File: config.mk
export PLATFORM = sky130hd
export DESIGN_NAME = steering_button_event_decoder_top
export DESIGN_NICKNAME = d
export VERILOG_FILES = /design/src/hw/rtl/sbed_pkg.sv /design/src/hw/rtl/sbed_key.sv /design/src/hw/rtl/sbed_core.sv /design/src/hw/rtl/steering_button_event_decoder_top.sv
export SDC_FILE = /design/constraint.sdc
export NUM_CORES = 1
export LEC_CHECK = 0
export ABC_CLOCK_PERIOD_IN_PS = 5850
export BUFFER_PORTS_ARGS = -buffer_cell sky130_fd_sc_hd__buf_2
export CAP_MARGIN = 20
export CELL_PAD_IN_SITES_DETAIL_PLACEMENT = 1
export CELL_PAD_IN_SITES_GLOBAL_PLACEMENT = 1
export CORE_ASPECT_RATIO = 1.5
export CORE_MARGIN = 2
export CORE_UTILIZATION = 50
export CTS_CLUSTER_SIZE = 24
export DETAILED_ROUTE_END_ITERATION = 6
export PLACE_DENSITY_LB_ADDON = 0.1
export SYNTH_ARGS = -nofsm -noshare
export SYNTH_HDL_FRONTEND = slang
export SYNTH_HIERARCHICAL = 1
export SYNTH_SLANG_ARGS = --single-unit
export TNS_END_PERCENT = 1
File: constraint.sdc
create_clock -name aclk -period 5.85 [get_ports aclk]
set_input_delay 1.17 -clock aclk [delete_from_list [all_inputs] [get_ports aclk]]
set_output_delay 1.17 -clock aclk [all_outputs]
set_load 0.01 [all_outputs]
File: src/hw/rtl/sbed_pkg.sv
// Shared types and constants for the steering button event decoder.
package sbed_pkg;

    localparam logic [15:0] BUS_MIN_INVALID = 16'h0006;
    localparam logic [15:0] BUS_IDLE_WORD   = 16'h001F;

    localparam logic [15:0] LONG_PRESS_RESET = 16'd50;
    localparam logic [7:0]  DEMO_HOLD_RESET  = 8'd100;

    localparam int unsigned CFG_DATA_W  = 16;
    localparam int unsigned CFG_INDEX_W = 1;

    localparam logic [CFG_INDEX_W-1:0] CFG_LONG_PRESS = 1'b0;
    localparam logic [CFG_INDEX_W-1:0] CFG_DEMO_HOLD  = 1'b1;

    localparam logic [1:0] CMD_NONE       = 2'd0;
    localparam logic [1:0] CRUISE_ENABLE  = 2'd1;
    localparam logic [1:0] CRUISE_DISABLE = 2'd2;
    localparam logic [1:0] FLASH_OFF      = 2'd1;
    localparam logic [1:0] FLASH_ON       = 2'd2;
    localparam logic [1:0] LAMP_ON        = 2'd1;
    localparam logic [1:0] LAMP_OFF       = 2'd2;

    typedef struct packed {
        logic [15:0] bus_value;
        logic        right_pad;
        logic        left_pad;
        logic        cruise_on;
        logic        special_flash_busy;
    } sbed_in_t;

    typedef struct packed {
        logic [1:0] cruise_cmd;
        logic       step_up;
        logic       accel_hold;
        logic       accel_release;
        logic       step_down;
        logic       decel_hold;
        logic       decel_release;
        logic [1:0] right_cmd;
        logic [1:0] left_cmd;
        logic [1:0] hazard_cmd;
        logic [1:0] lamp_cmd;
        logic       demo_on;
    } sbed_out_t;

    typedef struct packed {
        logic step;
        logic hold;
        logic rel;
    } sbed_key_pulse_t;

endpackage

File: src/hw/rtl/sbed_key.sv
// Up/down key tracker: arm, single step, long-press count, hold and release pulses.
module sbed_key (
    input  logic                    aclk,
    input  logic                    aresetn,
    input  logic                    en,
    input  logic                    level,
    input  logic [15:0]             limit,
    output sbed_pkg::sbed_key_pulse_t pulse
);

    logic        armed_reg, armed_next;
    logic        active_reg, active_next;
    logic [15:0] count_reg, count_next;

    always_comb begin
        armed_next  = armed_reg;
        active_next = active_reg;
        count_next  = count_reg;
        pulse       = '0;
        if (!level && armed_reg) begin
            pulse.step = 1'b1;
            armed_next = 1'b0;
        end else if (!level) begin
            count_next = count_reg + 16'd1;
            if (count_next > limit) begin
                pulse.hold  = 1'b1;
                active_next = 1'b1;
            end
        end else begin
            if (active_reg) begin
                active_next = 1'b0;
                pulse.rel   = 1'b1;
            end
            armed_next = 1'b1;
            count_next = '0;
        end
    end

    always_ff @(posedge aclk) begin
        if (!aresetn) begin
            armed_reg  <= 1'b0;
            active_reg <= 1'b0;
            count_reg  <= '0;
        end else if (en) begin
            armed_reg  <= armed_next;
            active_reg <= active_next;
            count_reg  <= count_next;
        end
    end

endmodule

File: src/hw/rtl/sbed_core.sv
// Decoder state and per-word event logic: key latch, up/down keys, cruise, pads, lamp, demo.
module sbed_core (
    input  logic                aclk,
    input  logic                aresetn,
    input  logic                en,
    input  sbed_pkg::sbed_in_t  in_word,
    input  logic [15:0]         long_press_ticks,
    input  logic [7:0]          demo_hold_ticks,
    output sbed_pkg::sbed_out_t out_word
);

    logic [3:0] keys_reg, keys_next;
    logic       cruise_armed_reg, cruise_armed_next;
    logic       right_armed_reg, right_armed_next;
    logic       left_armed_reg, left_armed_next;
    logic       hazard_armed_reg, hazard_armed_next;
    logic       right_active_reg, right_active_next;
    logic       left_active_reg, left_active_next;
    logic       hazard_active_reg, hazard_active_next;
    logic       lamp_armed_reg, lamp_armed_next;
    logic [7:0] lamp_count_reg, lamp_count_next;

    logic rp, lp;
    sbed_pkg::sbed_key_pulse_t up_pulse, down_pulse;

    assign rp = in_word.right_pad;
    assign lp = in_word.left_pad;

    always_comb begin
        keys_next = keys_reg;
        if (in_word.bus_value > sbed_pkg::BUS_MIN_INVALID &&
            in_word.bus_value != sbed_pkg::BUS_IDLE_WORD) begin
            keys_next = {in_word.bus_value[7], in_word.bus_value[4],
                         in_word.bus_value[3], in_word.bus_value[2]};
        end
    end

    sbed_key u_up (
        .aclk    (aclk),
        .aresetn (aresetn),
        .en      (en),
        .level   (keys_next[1]),
        .limit   (long_press_ticks),
        .pulse   (up_pulse)
    );

    sbed_key u_down (
        .aclk    (aclk),
        .aresetn (aresetn),
        .en      (en),
        .level   (keys_next[0]),
        .limit   (long_press_ticks),
        .pulse   (down_pulse)
    );

    always_comb begin
        out_word           = '0;
        cruise_armed_next  = cruise_armed_reg;
        right_armed_next   = right_armed_reg;
        left_armed_next    = left_armed_reg;
        hazard_armed_next  = hazard_armed_reg;
        right_active_next  = right_active_reg;
        left_active_next   = left_active_reg;
        hazard_active_next = hazard_active_reg;
        lamp_armed_next    = lamp_armed_reg;
        lamp_count_next    = lamp_count_reg;

        out_word.step_up       = up_pulse.step;
        out_word.accel_hold    = up_pulse.hold;
        out_word.accel_release = up_pulse.rel;
        out_word.step_down     = down_pulse.step;
        out_word.decel_hold    = down_pulse.hold;
        out_word.decel_release = down_pulse.rel;

        if (!keys_next[3] && cruise_armed_reg) begin
            out_word.cruise_cmd = in_word.cruise_on ? sbed_pkg::CRUISE_DISABLE
                                                    : sbed_pkg::CRUISE_ENABLE;
            cruise_armed_next   = 1'b0;
        end else if (keys_next[3]) begin
            cruise_armed_next = 1'b1;
        end

        if (!rp && right_armed_reg) begin
            right_armed_next = 1'b0;
            if (right_active_next || left_active_next || hazard_active_next) begin
                out_word.right_cmd = sbed_pkg::FLASH_OFF;
                right_active_next  = 1'b0;
                left_active_next   = 1'b0;
                hazard_active_next = 1'b0;
            end else begin
                out_word.right_cmd = sbed_pkg::FLASH_ON;
                right_active_next  = 1'b1;
            end
        end else if (rp) begin
            right_armed_next = 1'b1;
        end

        if (!lp && left_armed_reg) begin
            left_armed_next = 1'b0;
            if (left_active_next || right_active_next || hazard_active_next) begin
                out_word.left_cmd  = sbed_pkg::FLASH_OFF;
                left_active_next   = 1'b0;
                right_active_next  = 1'b0;
                hazard_active_next = 1'b0;
            end else begin
                out_word.left_cmd = sbed_pkg::FLASH_ON;
                left_active_next  = 1'b1;
            end
        end else if (lp) begin
            left_armed_next = 1'b1;
        end

        if (!lp && hazard_armed_reg) begin
            if (!rp) begin
                hazard_armed_next = 1'b0;
                if (hazard_active_next) begin
                    out_word.hazard_cmd = sbed_pkg::FLASH_OFF;
                    hazard_active_next  = 1'b0;
                end else begin
                    out_word.hazard_cmd = sbed_pkg::FLASH_ON;
                    hazard_active_next  = 1'b1;
                end
            end
        end else if (lp && rp) begin
            hazard_armed_next = 1'b1;
        end

        if (!keys_next[2]) begin
            lamp_count_next = lamp_count_reg + 8'd1;
            if (lamp_armed_reg) begin
                out_word.lamp_cmd = in_word.special_flash_busy ? sbed_pkg::LAMP_OFF
                                                               : sbed_pkg::LAMP_ON;
                lamp_armed_next   = 1'b0;
            end
            if (lamp_count_next > demo_hold_ticks) begin
                lamp_count_next  = '0;
                out_word.demo_on = 1'b1;
            end
        end else begin
            lamp_armed_next = 1'b1;
        end
    end

    always_ff @(posedge aclk) begin
        if (!aresetn) begin
            keys_reg          <= '0;
            cruise_armed_reg  <= 1'b0;
            right_armed_reg   <= 1'b0;
            left_armed_reg    <= 1'b0;
            hazard_armed_reg  <= 1'b0;
            right_active_reg  <= 1'b0;
            left_active_reg   <= 1'b0;
            hazard_active_reg <= 1'b0;
            lamp_armed_reg    <= 1'b0;
            lamp_count_reg    <= '0;
        end else if (en) begin
            keys_reg          <= keys_next;
            cruise_armed_reg  <= cruise_armed_next;
            right_armed_reg   <= right_armed_next;
            left_armed_reg    <= left_armed_next;
            hazard_armed_reg  <= hazard_armed_next;
            right_active_reg  <= right_active_next;
            left_active_reg   <= left_active_next;
            hazard_active_reg <= hazard_active_next;
            lamp_armed_reg    <= lamp_armed_next;
            lamp_count_reg    <= lamp_count_next;
        end
    end

endmodule

File: src/hw/rtl/steering_button_event_decoder_top.sv
// Steering button event decoder: input register, decode core, result register.
//
// One input word per polling tick on s_valid/s_ready (sbed_in_t) carries the
// button bus word, both pad levels and two status flags. Each accepted word
// produces exactly one result word on m_valid/m_ready (sbed_out_t) with the
// command pulses for that tick; fields with nothing to report are zero.
// Each accepted word goes from the input register through the decode into the
// result register. Throughput: one word per cycle unless m_ready stalls the result;
// the input register, combinational decode and result register move together.
// When m_ready is low the result register holds, the input register fills,
// and s_ready then drops until the result is taken.
// Reset (aresetn low, synchronous) clears all key, pad and lamp state,
// empties both registers and loads long_press_ticks = 50 and
// demo_hold_ticks = 100.
// Configuration: cfg_we with cfg_index 0 writes long_press_ticks (16 bits),
// index 1 writes demo_hold_ticks (low 8 bits); write only while idle.
module steering_button_event_decoder_top (
    input  logic                                  aclk,
    input  logic                                  aresetn,
    input  logic                                  s_valid,
    output logic                                  s_ready,
    input  sbed_pkg::sbed_in_t                    s_data,
    output logic                                  m_valid,
    input  logic                                  m_ready,
    output sbed_pkg::sbed_out_t                   m_data,
    input  logic                                  cfg_we,
    input  logic [sbed_pkg::CFG_INDEX_W-1:0]      cfg_index,
    input  logic [sbed_pkg::CFG_DATA_W-1:0]       cfg_wdata
);

    logic                in_valid_reg;
    sbed_pkg::sbed_in_t  in_data_reg;
    logic                out_valid_reg;
    sbed_pkg::sbed_out_t out_data_reg;
    sbed_pkg::sbed_out_t out_data_next;
    logic [15:0]         long_press_reg;
    logic [7:0]          demo_hold_reg;
    logic                advance;
    logic                fire;

    assign advance = !out_valid_reg || m_ready;
    assign fire    = in_valid_reg && advance;
    assign s_ready = !in_valid_reg || advance;
    assign m_valid = out_valid_reg;
    assign m_data  = out_data_reg;

    always_ff @(posedge aclk) begin
        if (!aresetn) begin
            long_press_reg <= sbed_pkg::LONG_PRESS_RESET;
            demo_hold_reg  <= sbed_pkg::DEMO_HOLD_RESET;
        end else if (cfg_we) begin
            unique case (cfg_index)
                sbed_pkg::CFG_LONG_PRESS: long_press_reg <= cfg_wdata;
                sbed_pkg::CFG_DEMO_HOLD:  demo_hold_reg  <= cfg_wdata[7:0];
                default: ;
            endcase
        end
    end

    always_ff @(posedge aclk) begin
        if (!aresetn) begin
            in_valid_reg <= 1'b0;
        end else if (s_ready) begin
            in_valid_reg <= s_valid;
        end
    end

    always_ff @(posedge aclk) begin
        if (s_valid && s_ready) begin
            in_data_reg <= s_data;
        end
    end

    sbed_core u_core (
        .aclk             (aclk),
        .aresetn          (aresetn),
        .en               (fire),
        .in_word          (in_data_reg),
        .long_press_ticks (long_press_reg),
        .demo_hold_ticks  (demo_hold_reg),
        .out_word         (out_data_next)
    );

    always_ff @(posedge aclk) begin
        if (!aresetn) begin
            out_valid_reg <= 1'b0;
        end else if (advance) begin
            out_valid_reg <= in_valid_reg;
        end
    end

    always_ff @(posedge aclk) begin
        if (fire) begin
            out_data_reg <= out_data_next;
        end
    end

endmodule

# Yosys cells after proc, flatten, opt, wreduce, memory -nomap -nowiden
# Index checks and enable logic that the tools add are counted.
[word_totals] out_inout_bits=19 reg_bits=119 wordCells=153 inputBits=42
[classes] n_eq_ne=2 n_addsub=3 muxes=49 n_bitwise=8 n_reduce_logical=50 n_lt_le_gt_ge=4
[op_table] cell="$mux W1" count=40
[op_table] cell="$add A16 B1 Y16 const B" count=2
[op_table] cell="$gt A16 B16 Y1" count=2
[op_table] cell="$mux W16" count=2
[op_table] cell="$reduce_and A2 Y1" count=10
[op_table] cell="$gt A16 B3 Y1 const B" count=1
[op_table] cell="$ne A16 B5 Y1 const B" count=1
[op_table] cell="$reduce_bool A2 Y1" count=8
[op_table] cell="$reduce_or A2 Y1" count=6
[op_table] cell="$logic_and A1 B1 Y1" count=10
[op_table] cell="$mux W2" count=5
[op_table] cell="$reduce_and A3 Y1" count=3
[op_table] cell="$add A8 B1 Y8 const B" count=1
[op_table] cell="$gt A8 B8 Y1" count=1
[op_table] cell="$mux W8" count=1
[op_table] cell="$not A1 Y1" count=8
[op_table] cell="$logic_not A1 Y1" count=7
[op_table] cell="$logic_or A1 B1 Y1" count=6
[op_table] cell="$mux W4" count=1
[op_table] cell="$ne A2 B2 Y1 const B" count=1

# Longest topological paths before layout
# Gate-level depths: netlist of run 1.
[depth] depth_word=11 depth_mapped=11 mapped_depth_nobuf=11

# Modules after synthesis
# Netlist of run 1, hierarchy kept.
[modules_own_cells] mod="steering_button_event_decoder_top" cells_each=152 seq_area_each_um2=1631.6 area_each_um2=2199.6 instances=1
[modules_own_cells] mod="sbed_key at u_core.u_down" cells_each=188 seq_area_each_um2=360.3 area_each_um2=1472.7 instances=1
[modules_own_cells] mod="sbed_core" cells_each=165 seq_area_each_um2=380.4 area_each_um2=1446.4 instances=1
[modules_own_cells] mod="sbed_key at u_core.u_up" cells_each=173 seq_area_each_um2=360.3 area_each_um2=1368.8 instances=1

# Worst setup path before layout of run 1
# No wires, ideal clock.
[synth_path] kind="input port to flip-flop" startpoint="in m_ready" endpoint="reg u_core.u_down.count_reg[15]" setup_time_ns=0.088 cell_stages=8 required_time_ns=5.762 path_slack_ns=1.932 arrival_time_ns=3.831 n_path_buf=1 cell_sequence="nor2b_1 > nor2b_1 > buf_2 > nor3b_1 > nand2_1 > a31oi_1 > o21ai_0 > o31ai_1"
[synth_via] elab_chain_len=3
[synth_lines] item="start: declaration" line_no="steering_button_event_decoder_top.sv:24" text="input logic m_ready,"
[synth_lines] item="$logic_or A1 B1 Y1" line_no="steering_button_event_decoder_top.sv:41" text="assign advance = !out_valid_reg || m_ready;"
[synth_lines] item="$logic_and A1 B1 Y1" line_no="steering_button_event_decoder_top.sv:42" text="assign fire = in_valid_reg && advance;"
[synth_lines] item="net fire" line_no="steering_button_event_decoder_top.sv:39" text="logic fire;"
[synth_lines] item="$reduce_and A2 Y1 (no line)"
[synth_lines] item="end signal: assignment" line_no="sbed_key.sv:47" text="count_reg <= count_next;"
[synth_lines] item="end: declaration" line_no="sbed_key.sv:13" text="logic [15:0] count_reg, count_next;"
# The timed path passes the listed nets, and every way through them passes these cells.
# A chain may end at the register's enable or synchronous reset.

# Final worst setup path of run 1
[layout_path] startpoint="reg u_core.u_down.count_reg[3]" endpoint="reg out_data_reg, in the netlist m_data[10], data pin"
[layout_via] elab_chain_len=3
[layout_lines] item="$add A16 B1 Y16" line_no="sbed_key.sv:24" text="count_next = count_reg + 16'd1;"
[layout_lines] item="$gt A16 B16 Y1" line_no="sbed_key.sv:25" text="if (count_next > limit) begin"
[layout_lines] item="$mux W1" line_no="sbed_key.sv:25"
[layout_lines] item="end signal: assignment" line_no="steering_button_event_decoder_top.sv:94" text="out_data_reg <= out_data_next;"
[layout_lines] item="end: declaration" line_no="steering_button_event_decoder_top.sv:34" text="sbed_pkg::sbed_out_t out_data_reg;"
# Every way passes these cells.

==> results.txt, run 1 <==
----------------------------------------------------
[Power and ir drop]
  Worst supply voltage drop on vdd ... 186 uV
  Internal power of the cells ... 1660 uW
  Proportion of power drawn by flip-flops and latches ... 41.3%
  Power per cell area ... just under 300 nW/um^2
  Net switching power ... 517 uW
  Net switching fraction of the power ... 23.8%
  Leakage power total ... 0.00313 uW
  Relative contribution of combinational cells to total power ... 7.0%
  Proportion of power drawn by the clock network ... between 50% and 60%

[Worst hold path]
  Capture endpoint of the worst hold path ... demo_hold_reg[7]
  Min-Delay Path Class ... register to register
  Worst hold path depth ... 2
  Launch instance of the worst min-delay path ... demo_hold_reg[7]

[Setup path]
  Flop-to-flop setup slack ... around 2.3 ns
  Critical setup path kind ... register to register
  Reg-to-reg endpoint ... m_data[10]
  Worst endpoint required time ... 5.96 ns
  Logic depth of the worst register-to-register path ... 10
  Endpoint type of the worst setup path ... register
  Nature of the critical path startpoint ... register
  Arrival time reported for the critical path endpoint ... 3.66 ns
  Critical R2R Launch ... u_core/u_down/count_reg[3]
  Maximum fanout along the worst path ... 6

[Clock network]
  CTS Hold Buffers Added ... 0
  H-tree depth ... 4
  TritonCTS clock tree ... done
  Clock buffer depth ... 2
  Post-CTS setup-driven buffer insertion count ... 0
  Clk Latency, worst-skew pair ... around 0.42 ns
  Clock sink total ... between 100 and 150
  CTS-repair resized insts ... 0
  Total clock buffers created by CTS ... 17
  Clock tree root driver cell ... sky130_fd_sc_hd__clkbuf_16
  Clock transition time at the flip-flop clock pins of the worst setup and hold paths ... 0.06 ns

[Floorplan]
  Initial Util ... 50.6%
  Die Ht ... 144 microns
  Placeable Area ... 12800 sq um
  Chip width ... 97.0 microns
  Rows ... 51
  I/O Pins ... 61
  Total Die Area ... 13900 sq um

[Logic synthesis]
  Number of flops mapped to enable cells by yosys ... 37
  Distinct cells, synth ... 74
  Synth Flop Type ... sky130_fd_sc_hd__dfxtp_1
  Net Count, Synth ... 765
  Synth warnings ... 6
  Gate count of the mapped netlist ... 678
  Syn Area/Cell ... around 9.6 sq um
  Total standard cell area after synthesis ... 6490 sq um
  Portion of the post-synthesis area used by sequential elements ... 42.1%
  Synth Register Bits ... 118
  Share of flip-flops with an asynchronous set or reset after synthesis ... 0%

[Cells and area]
  Final-stage net count ... 822
  Most frequent cells in the layout ... sky130_fd_sc_hd__dfxtp_1, sky130_fd_sc_hd__nand2_1, sky130_fd_sc_hd__inv_1
  Share of layout cells above drive strength 1 ... 17.6%
  Area delta synth->final ... 15.9%
  Leading cell type in the layout, fill and taps excluded ... sky130_fd_sc_hd__dfxtp_1
  Max reg flops ... 20

[Timing]
  Min Tclk post-route ... 3.55 ns
  Fmax ... 282 MHz
  Unrepaired setup endpoints after global routing ... no
  Worst hold margin ... about 0.46 ns
  Worst Max-Slew Pin Slew ... 1.05 ns
  Total negative slack ... 0 ns
  Final hold violation count ... 0
  Max-slew violations ... 0
  Worst-case clock skew ... 0.00520 ns
  Tcrit/Tclk final ... 60.6%
  Number of failing setup endpoints in the final timing report ... 0
  Worst relative slew slack ... 30.0%

[Placement]
  Routability cong. ... 0.815
  Half-perimeter wire length of the detailed placement result ... 12400 microns
  Buffers added on ports ... 60

[Flow run]
  Max capacitance violation total ... 0

[Outcome]
  Outcome ... complete, no violations

[Drt]
  Routed len/inst ... 19.2 microns
  Router iterations before antenna repair ... 5
  Post-route ant nets ... 0
  DRC violation count after routing ... 0
  Via/cell ratio ... 5.81
  Initial detailed-routing violation count ... 179
  Total vias in the final route ... between 5k and 6k
  Detailed-route wire length ... 17400 microns

[Global route]
  Antenna violations before repair ... 1
  Global route overflow ... 0
  Number of global-route vias before repair ... 5729
  Largest net degree at the start of global routing ... 41
  Global-route wire length before repair ... 28300 microns
  Overall Global Routing Usage ... 25.8%

----------------------------------------------------
## how the worst max path moves through the flow
stage / start / to / slack, ns
final: u_core/u_down/count_reg[3] / m_data[10] / 2.30
after global routing: u_core/u_down/count_reg[0] / m_data[10] / 2.16
after CTS: u_core/u_down/count_reg[0] / m_data[10] / 2.36
after detailed placement: m_ready / u_core/u_down/count_reg[14] / 2.39
after global placement: u_core/u_down/count_reg[0] / m_data[10] / 2.42
after floorplan: m_ready / u_core/u_down/count_reg[15] / 1.93
## power groups by stage
stage                     Sequential [uW]  Clock, uW  Combinational, uW
after floorplan                       909          0                100
after global placement                914          0                139
after detailed placement              915          0                149
after CTS                             899       1140                153
after global routing                  902       1170                170
final                                 898       1120                153
## metrics by stage
step / setup slack (ns) / power [uW] / cell area (sq um) / instances / util [%]
after CTS: 2.36 / 2190 / 7500 / 906 / 58.5
after global routing: 2.16 / 2250 / 7520 / 908 / 58.6
final: 2.30 / 2180 / 7520 / 909 / 58.6
after floorplan: 1.93 / 1010 / 6490 / 678 / -
after detailed placement: 2.39 / 1060 / 6860 / 874 / 53.5
after global placement: 2.42 / 1050 / 6860 / 874 / 53.5
## metal layers
metal,wire [microns],GRT usage [%],vias to the layer above
li1,-,-,2543
met1,6420,25.9,2578
met2,9770,49.8,109
met3,459,4.57,54
met4,799,14.7,0
met5,0,0,-
## Yosys cell counts, types with 3 or more instances
library cell	number	area, sq um
sky130_fd_sc_hd__nor4_4	5	106
sky130_fd_sc_hd__inv_1	61	229
sky130_fd_sc_hd__nor2b_1	10	62.6
sky130_fd_sc_hd__nand3_2	3	30.0
sky130_fd_sc_hd__o21ai_0	20	100
sky130_fd_sc_hd__nand3b_1	9	67.6
sky130_fd_sc_hd__a21boi_0	3	22.5
sky130_fd_sc_hd__a21o_1	5	37.5
sky130_fd_sc_hd__nor2_1	47	176
sky130_fd_sc_hd__nor4_1	4	25.0
sky130_fd_sc_hd__nand4_1	17	106
sky130_fd_sc_hd__o31ai_1	4	30.0
sky130_fd_sc_hd__and2_1	3	18.8
sky130_fd_sc_hd__ha_1	45	563
sky130_fd_sc_hd__mux2i_1	20	200
sky130_fd_sc_hd__xor2_1	11	96.3
sky130_fd_sc_hd__o21ai_1	3	15.0
sky130_fd_sc_hd__o22ai_1	4	25.0
sky130_fd_sc_hd__nand2_1	66	248
sky130_fd_sc_hd__buf_6	4	45.0
sky130_fd_sc_hd__and4_1	3	26.3
sky130_fd_sc_hd__a211oi_1	5	37.5
sky130_fd_sc_hd__or3_1	11	68.8
sky130_fd_sc_hd__dfxtp_1	81	1620
sky130_fd_sc_hd__edfxtp_1	37	1110
sky130_fd_sc_hd__nor3_1	13	65.1
sky130_fd_sc_hd__and3_1	4	25.0
sky130_fd_sc_hd__a22oi_1	12	90.1
sky130_fd_sc_hd__xnor2_1	22	193
sky130_fd_sc_hd__a21oi_1	35	175
sky130_fd_sc_hd__clkbuf_1	10	37.5
sky130_fd_sc_hd__nand3_1	20	100
sky130_fd_sc_hd__o211ai_1	9	67.6
sky130_fd_sc_hd__o211ai_2	3	37.5
sky130_fd_sc_hd__nand2b_1	8	50.1
sky130_fd_sc_hd__a31oi_1	6	37.5
sky130_fd_sc_hd__buf_2	7	35.0
sky130_fd_sc_hd__a32o_1	3	30.0
sky130_fd_sc_hd__mux2_2	3	33.8
## critical path: stages (launching register included)
cell                        delay [ns]
sky130_fd_sc_hd__dfxtp_1          0.46
sky130_fd_sc_hd__and4_1           0.33
sky130_fd_sc_hd__and4_1           0.40
sky130_fd_sc_hd__and3_1           0.25
sky130_fd_sc_hd__xor2_2           0.18
sky130_fd_sc_hd__ha_1             0.27
sky130_fd_sc_hd__a21o_1           0.19
sky130_fd_sc_hd__nand3_1          0.08
sky130_fd_sc_hd__a21oi_1          0.06
sky130_fd_sc_hd__a2111oi_0        0.87
sky130_fd_sc_hd__nor4_1           0.16
## cells by family (layout without fill, tap and decap cells)
| logic type | Yosys count | after routing | share of synthesized area, % |
|---|---|---|---|
| other | 0 | 2 | 0 |
| XOR/XNOR | 35 | 35 | 4.96 |
| AO/OA/AOI/OAI | 133 | 133 | 14.5 |
| flip-flops | 118 | 118 | 42.1 |
| buffers and inverters | 87 | 157 | 5.98 |
| AND/OR/NAND/NOR | 237 | 237 | 20.1 |
| adder cells (fa/ha/maj) | 45 | 45 | 8.68 |
| multiplexers | 23 | 23 | 3.61 |
## layout make-up
type / count / area (sq um)
fillers: 1467 / 5310
multi-input cells: 473 / 3380
flip-flops and latches: 118 / 2730
clock buffers: 18 / 439
repair buffers: 63 / 330
inverters: 62 / 233
clock inverters: 14 / 199
well taps: 159 / 199
diodes: 2 / 5.00
(Power assumes the default switching activity.)
==> inputs of run 2 (changes only) <==
--- a/config.mk
+++ b/config.mk
@@ -5,14 +5,15 @@
 export SDC_FILE = /design/constraint.sdc
 export NUM_CORES = 1
 export LEC_CHECK = 0
-export ABC_CLOCK_PERIOD_IN_PS = 5850
+export ABC_AREA = 1
+export ABC_CLOCK_PERIOD_IN_PS = 2920
 export BUFFER_PORTS_ARGS = -buffer_cell sky130_fd_sc_hd__buf_2
 export CAP_MARGIN = 20
 export CELL_PAD_IN_SITES_DETAIL_PLACEMENT = 1
 export CELL_PAD_IN_SITES_GLOBAL_PLACEMENT = 1
 export CORE_ASPECT_RATIO = 1.5
 export CORE_MARGIN = 2
-export CORE_UTILIZATION = 50
+export CORE_UTILIZATION = 40
 export CTS_CLUSTER_SIZE = 24
 export DETAILED_ROUTE_END_ITERATION = 6
 export PLACE_DENSITY_LB_ADDON = 0.1
==> constraint.sdc (replaced) <==
create_clock -name aclk -period 2.92 [get_ports aclk]
set_input_delay 0.584 -clock aclk [delete_from_list [all_inputs] [get_ports aclk]]
set_output_delay 0.584 -clock aclk [all_outputs]
set_load 0.01 [all_outputs]
==> results.txt, run 2 <==
----------------------------------------------------
[Floorplan]
  Total Die Area ... 17600 sq um (+26%)
  Rows ... 57 (+12%)
  Initial Util ... 40.7% (-9.8 points)
  Placeable Area ... 16200 sq um (+26%)
  Die Ht ... 161 microns (+12%)
  Chip width ... 109 microns (+12%)
  I/O Pins ... 61 (unchanged)

[Setup path]
  CP max-delay cell ... sky130_fd_sc_hd__dfxtp_1
  Flop-to-flop setup slack ... 0.26 ns (-2.04 ns)
  CP top delay family ... simple AND/OR/NAND/NOR gates
  Most used cell, CP ... sky130_fd_sc_hd__nand2_1
  Nature of the critical path startpoint ... register
  Worst endpoint required time ... 3.09 ns (-2.87 ns)
  Critical-path cell list ... ha_1, nand3_2, nor2_4, nand2_1, nor2_1, nand2_1, and2_1, ha_1, nand2_1, nor3_1, nand3_1, nand3_1, nor2_1
  Endpoint type of the worst setup path ... register
  Buffering stage count on the worst path with inverters included ... 0 (unchanged)
  Arrival time reported for the critical path endpoint ... 2.83 ns (-0.83 ns)
  Critical path's largest stage delay ... 0.47 ns (-0.40 ns)
  Critical R2R Launch ... u_core/u_up/count_reg[0]
  Critical setup path kind ... register to register
  Startpoint of the most critical setup path ... u_core/u_up/count_reg[0]
  Maximum fanout along the worst path ... 7 (+1)

[Timing]
  Tcrit/Tclk final ... 90.9% (+30 points)
  Total negative slack ... 0 ns (unchanged)
  Unrepaired setup endpoints after global routing ... no
  Number of failing setup endpoints in the final timing report ... 0 (unchanged)
  Fmax ... 377 MHz (+34%)
  Worst Slack Setup Final ... 0.265 ns (-2.04 ns)
  Max-slew violations ... 0 (unchanged)
  Worst relative slew slack ... 54.6% (+25 points)
  Worst Max-Slew Pin Slew ... 0.681 ns (-0.365 ns)
  Worst-case clock skew ... 0.00845 ns (+0.00325 ns)
  Min Tclk post-route ... 2.66 ns (-0.892 ns)
  Final hold violation count ... 0 (unchanged)

[Worst hold path]
  Min-Delay Path Class ... input port to register
  Launch instance of the worst min-delay path ... s_data[2]

[Logic synthesis]
  Portion of the post-synthesis area used by sequential elements ... 41.4% (-0.70 points)
  Main area contributors after synthesis ... sky130_fd_sc_hd__dfxtp_1, sky130_fd_sc_hd__edfxtp_1, sky130_fd_sc_hd__nand2_1, sky130_fd_sc_hd__ha_1, sky130_fd_sc_hd__inv_1
  Gate count of the mapped netlist ... 849 (+25%)
  Synth Register Bits ... 118 (unchanged)
  Synth warnings ... 6 (unchanged)
  Net Count, Synth ... 936 (+22%)
  Dominant cell by count in the synthesized netlist ... sky130_fd_sc_hd__nand2_1
  Share of flip-flops with an asynchronous set or reset after synthesis ... 0% (unchanged)
  Total standard cell area after synthesis ... 6600 sq um (+1.7%)
  Post-synth top area share ... 24.6% (-0.41 points)
  Syn Area/Cell ... 7.77 sq um (-19%)
  Number of flops mapped to enable cells by yosys ... 37 (unchanged)
  Library cell with the largest summed area after synthesis ... sky130_fd_sc_hd__dfxtp_1
  Top cells by count, synth ... sky130_fd_sc_hd__nand2_1, sky130_fd_sc_hd__inv_1, sky130_fd_sc_hd__nor2_1, sky130_fd_sc_hd__dfxtp_1, sky130_fd_sc_hd__nand3_1
  Synth Flop Type ... sky130_fd_sc_hd__dfxtp_1
  Distinct cells, synth ... 44 (-41%)

[Cells and area]
  ANT cells ... 0 (-2)
  Number of cells in the finished layout apart from fillers ... 1137 (+25%)
  Most frequent cells in the layout ... sky130_fd_sc_hd__nand2_1, sky130_fd_sc_hd__inv_1, sky130_fd_sc_hd__nor2_1
  Share of layout cells above drive strength 1 ... 16.5% (-1.1 points)
  Max reg flops ... 20 (unchanged)
  Final-stage net count ... 1005 (+22%)
  Leading cell type in the layout, fill and taps excluded ... sky130_fd_sc_hd__nand2_1
  Fill cell total of the finished layout ... 2024 (+38%)
  Area delta synth->final ... 16.4%

[Placement]
  Number of placed instances with taps included ... 1105 (+26%)
  Half-perimeter wire length of the detailed placement result ... 13200 microns (+6.8%)
  Buffers added on ports ... 60 (unchanged)
  Setup slack after placement ... 0.273 ns (-2.11 ns)
  Routability cong. ... 0.822 (+0.77%)

[Drt]
  Post-route ant nets ... 0 (unchanged)
  Initial detailed-routing violation count ... 146 (-18%)
  Routed len/inst ... 15.1 microns (-21%)
  Total vias in the final route ... 5651 (+6.9%)
  Detailed-route wire length ... 17200 microns (-1.4%)
  Via/cell ratio ... 4.97 (-15%)
  Router iterations before antenna repair ... 4 (-1)
  DRC violation count after routing ... 0 (unchanged)

[Clock network]
  Clock transition time at the flip-flop clock pins of the worst setup and hold paths ... 0.06 ns (about the same)
  Clk Latency, worst-skew pair ... 0.42 ns (about the same)
  CTS-repair resized insts ... 0 (unchanged)
  Total clock buffers created by CTS ... 17 (unchanged)
  Clock tree root driver cell ... sky130_fd_sc_hd__clkbuf_16
  Post-CTS setup-driven buffer insertion count ... 0 (unchanged)
  Clock sink total ... 118 (unchanged)
  CTS Hold Buffers Added ... 0 (unchanged)
  H-tree depth ... 4 (unchanged)
  Clock buffer depth ... 2 (unchanged)
  TritonCTS clock tree ... done

[Power and ir drop]
  Relative contribution of combinational cells to total power ... 8.2% (+1.2 points)
  Proportion of power drawn by flip-flops and latches ... 43.4% (+2.1 points)
  Leakage power total ... 0.00354 uW (+13%)
  Net switching fraction of the power ... 26.3% (+2.6 points)
  Proportion of power drawn by the clock network ... 48.4% (-3.3 points)
  Power per cell area ... 541 nW/um^2 (+87%)
  Net switching power ... 1090 uW (+110%)
  Internal power of the cells ... 3060 uW (+84%)
  Worst supply voltage drop on vdd ... 396 uV (+110%)
  Overall power ... 4150 uW (+91%)

[Global route]
  Overall Global Routing Usage ... 21.3% (-4.6 points)
  Largest net degree at the start of global routing ... 36 (-12%)
  Number of global-route vias before repair ... 6217 (+8.5%)
  Global route overflow ... 0 (unchanged)
  Antenna violations before repair ... 0 (-1)
  Global-route wire length before repair ... 29000 microns (+2.5%)

[Flow run]
  Max capacitance violation total ... 0 (unchanged)

[Outcome]
  Outcome ... complete, no violations

----------------------------------------------------
-- run 2: cell count changes in the layout (fill, tap and decap cells not counted), moves of 11 or more --
cell / change
sky130_fd_sc_hd__inv_1: +68
sky130_fd_sc_hd__a21oi_1: +25
sky130_fd_sc_hd__xnor2_1: -13
sky130_fd_sc_hd__nor2_1: +37
sky130_fd_sc_hd__or3_1: -11
sky130_fd_sc_hd__nand3_1: +41
sky130_fd_sc_hd__a22oi_1: -12
sky130_fd_sc_hd__mux2i_1: -20
sky130_fd_sc_hd__nor2_4: +11
sky130_fd_sc_hd__nand2_2: +11
sky130_fd_sc_hd__nand2_1: +135
-- run 2: cell type report --
type,count,area [sq um],share of cell area [%]
Inverter,138,518,6.75
Clock buffer,17,425,5.54
Clock inverter,15,145,1.89
Sequential cell,118,2730,35.6
Tap cell,206,258,3.36
Multi-Input combinational cell,578,3260,42.5
Timing Repair Buffer,65,338,4.40
-- run 2: worst register-to-register path: stages, from the launching register on --
cell,delay (ns)
sky130_fd_sc_hd__dfxtp_1,0.47
sky130_fd_sc_hd__ha_1,0.25
sky130_fd_sc_hd__nand3_2,0.13
sky130_fd_sc_hd__nor2_4,0.13
sky130_fd_sc_hd__nand2_1,0.10
sky130_fd_sc_hd__nor2_1,0.13
sky130_fd_sc_hd__nand2_1,0.08
sky130_fd_sc_hd__and2_1,0.17
sky130_fd_sc_hd__ha_1,0.27
sky130_fd_sc_hd__nand2_1,0.08
sky130_fd_sc_hd__nor3_1,0.29
sky130_fd_sc_hd__nand3_1,0.16
sky130_fd_sc_hd__nand3_1,0.12
sky130_fd_sc_hd__nor2_1,0.05
-- run 2: cells by family after synthesis --
| kind of cell | count (synthesis) | synth area share [%] |
|---|---|---|
| flops | 118 | 41.4 |
| fa+ha+maj | 45 | 8.54 |
| xor+xnor | 25 | 3.89 |
| buf+inv | 153 | 9.29 |
| simple gates | 412 | 29.0 |
| compound gates | 96 | 7.89 |
-- run 2: per-layer routing --
layer | GRT usage (%) | up-vias | share of wire, %
li1 | - | 2845 | -
met1 | 21.4 | 2671 | 38
met2 | 41.1 | 101 | 56
met3 | 4.64 | 34 | 2.9
met4 | 8.45 | 0 | 2.8
met5 | 0 | - | 0
-- run 2: power groups by stage --
| stage | clock (uW) | sequential (uW) | combinational, uW |
|---|---|---|---|
| after global placement | 0 | 1830 | 323 |
| after detailed placement | 0 | 1840 | 343 |
| after global routing | 2150 | 1810 | 391 |
| final | 2010 | 1800 | 341 |
| after CTS | 2070 | 1800 | 346 |
| after floorplan | 0 | 1830 | 223 |
-- run 2: stage by stage --
step	hold slack [ns]	util (%)	area, sq um
final	0.339	47.4	7680
after floorplan	0.426	-	6600
after detailed placement	0.446	43.9	7110
after CTS	0.320	47.4	7680
after global placement	0.442	43.9	7110
after global routing	0.322	47.4	7680
-- run 2: path summary, 6_finish.rpt --
kind / cells after the start / endpoint
worst min register to register: 2 / u_core/u_down/active_reg
worst min-delay path: 1 / in_data_reg[2]
worst max register to register: 13 / m_data[13]
worst max-delay path: 13 / m_data[13]
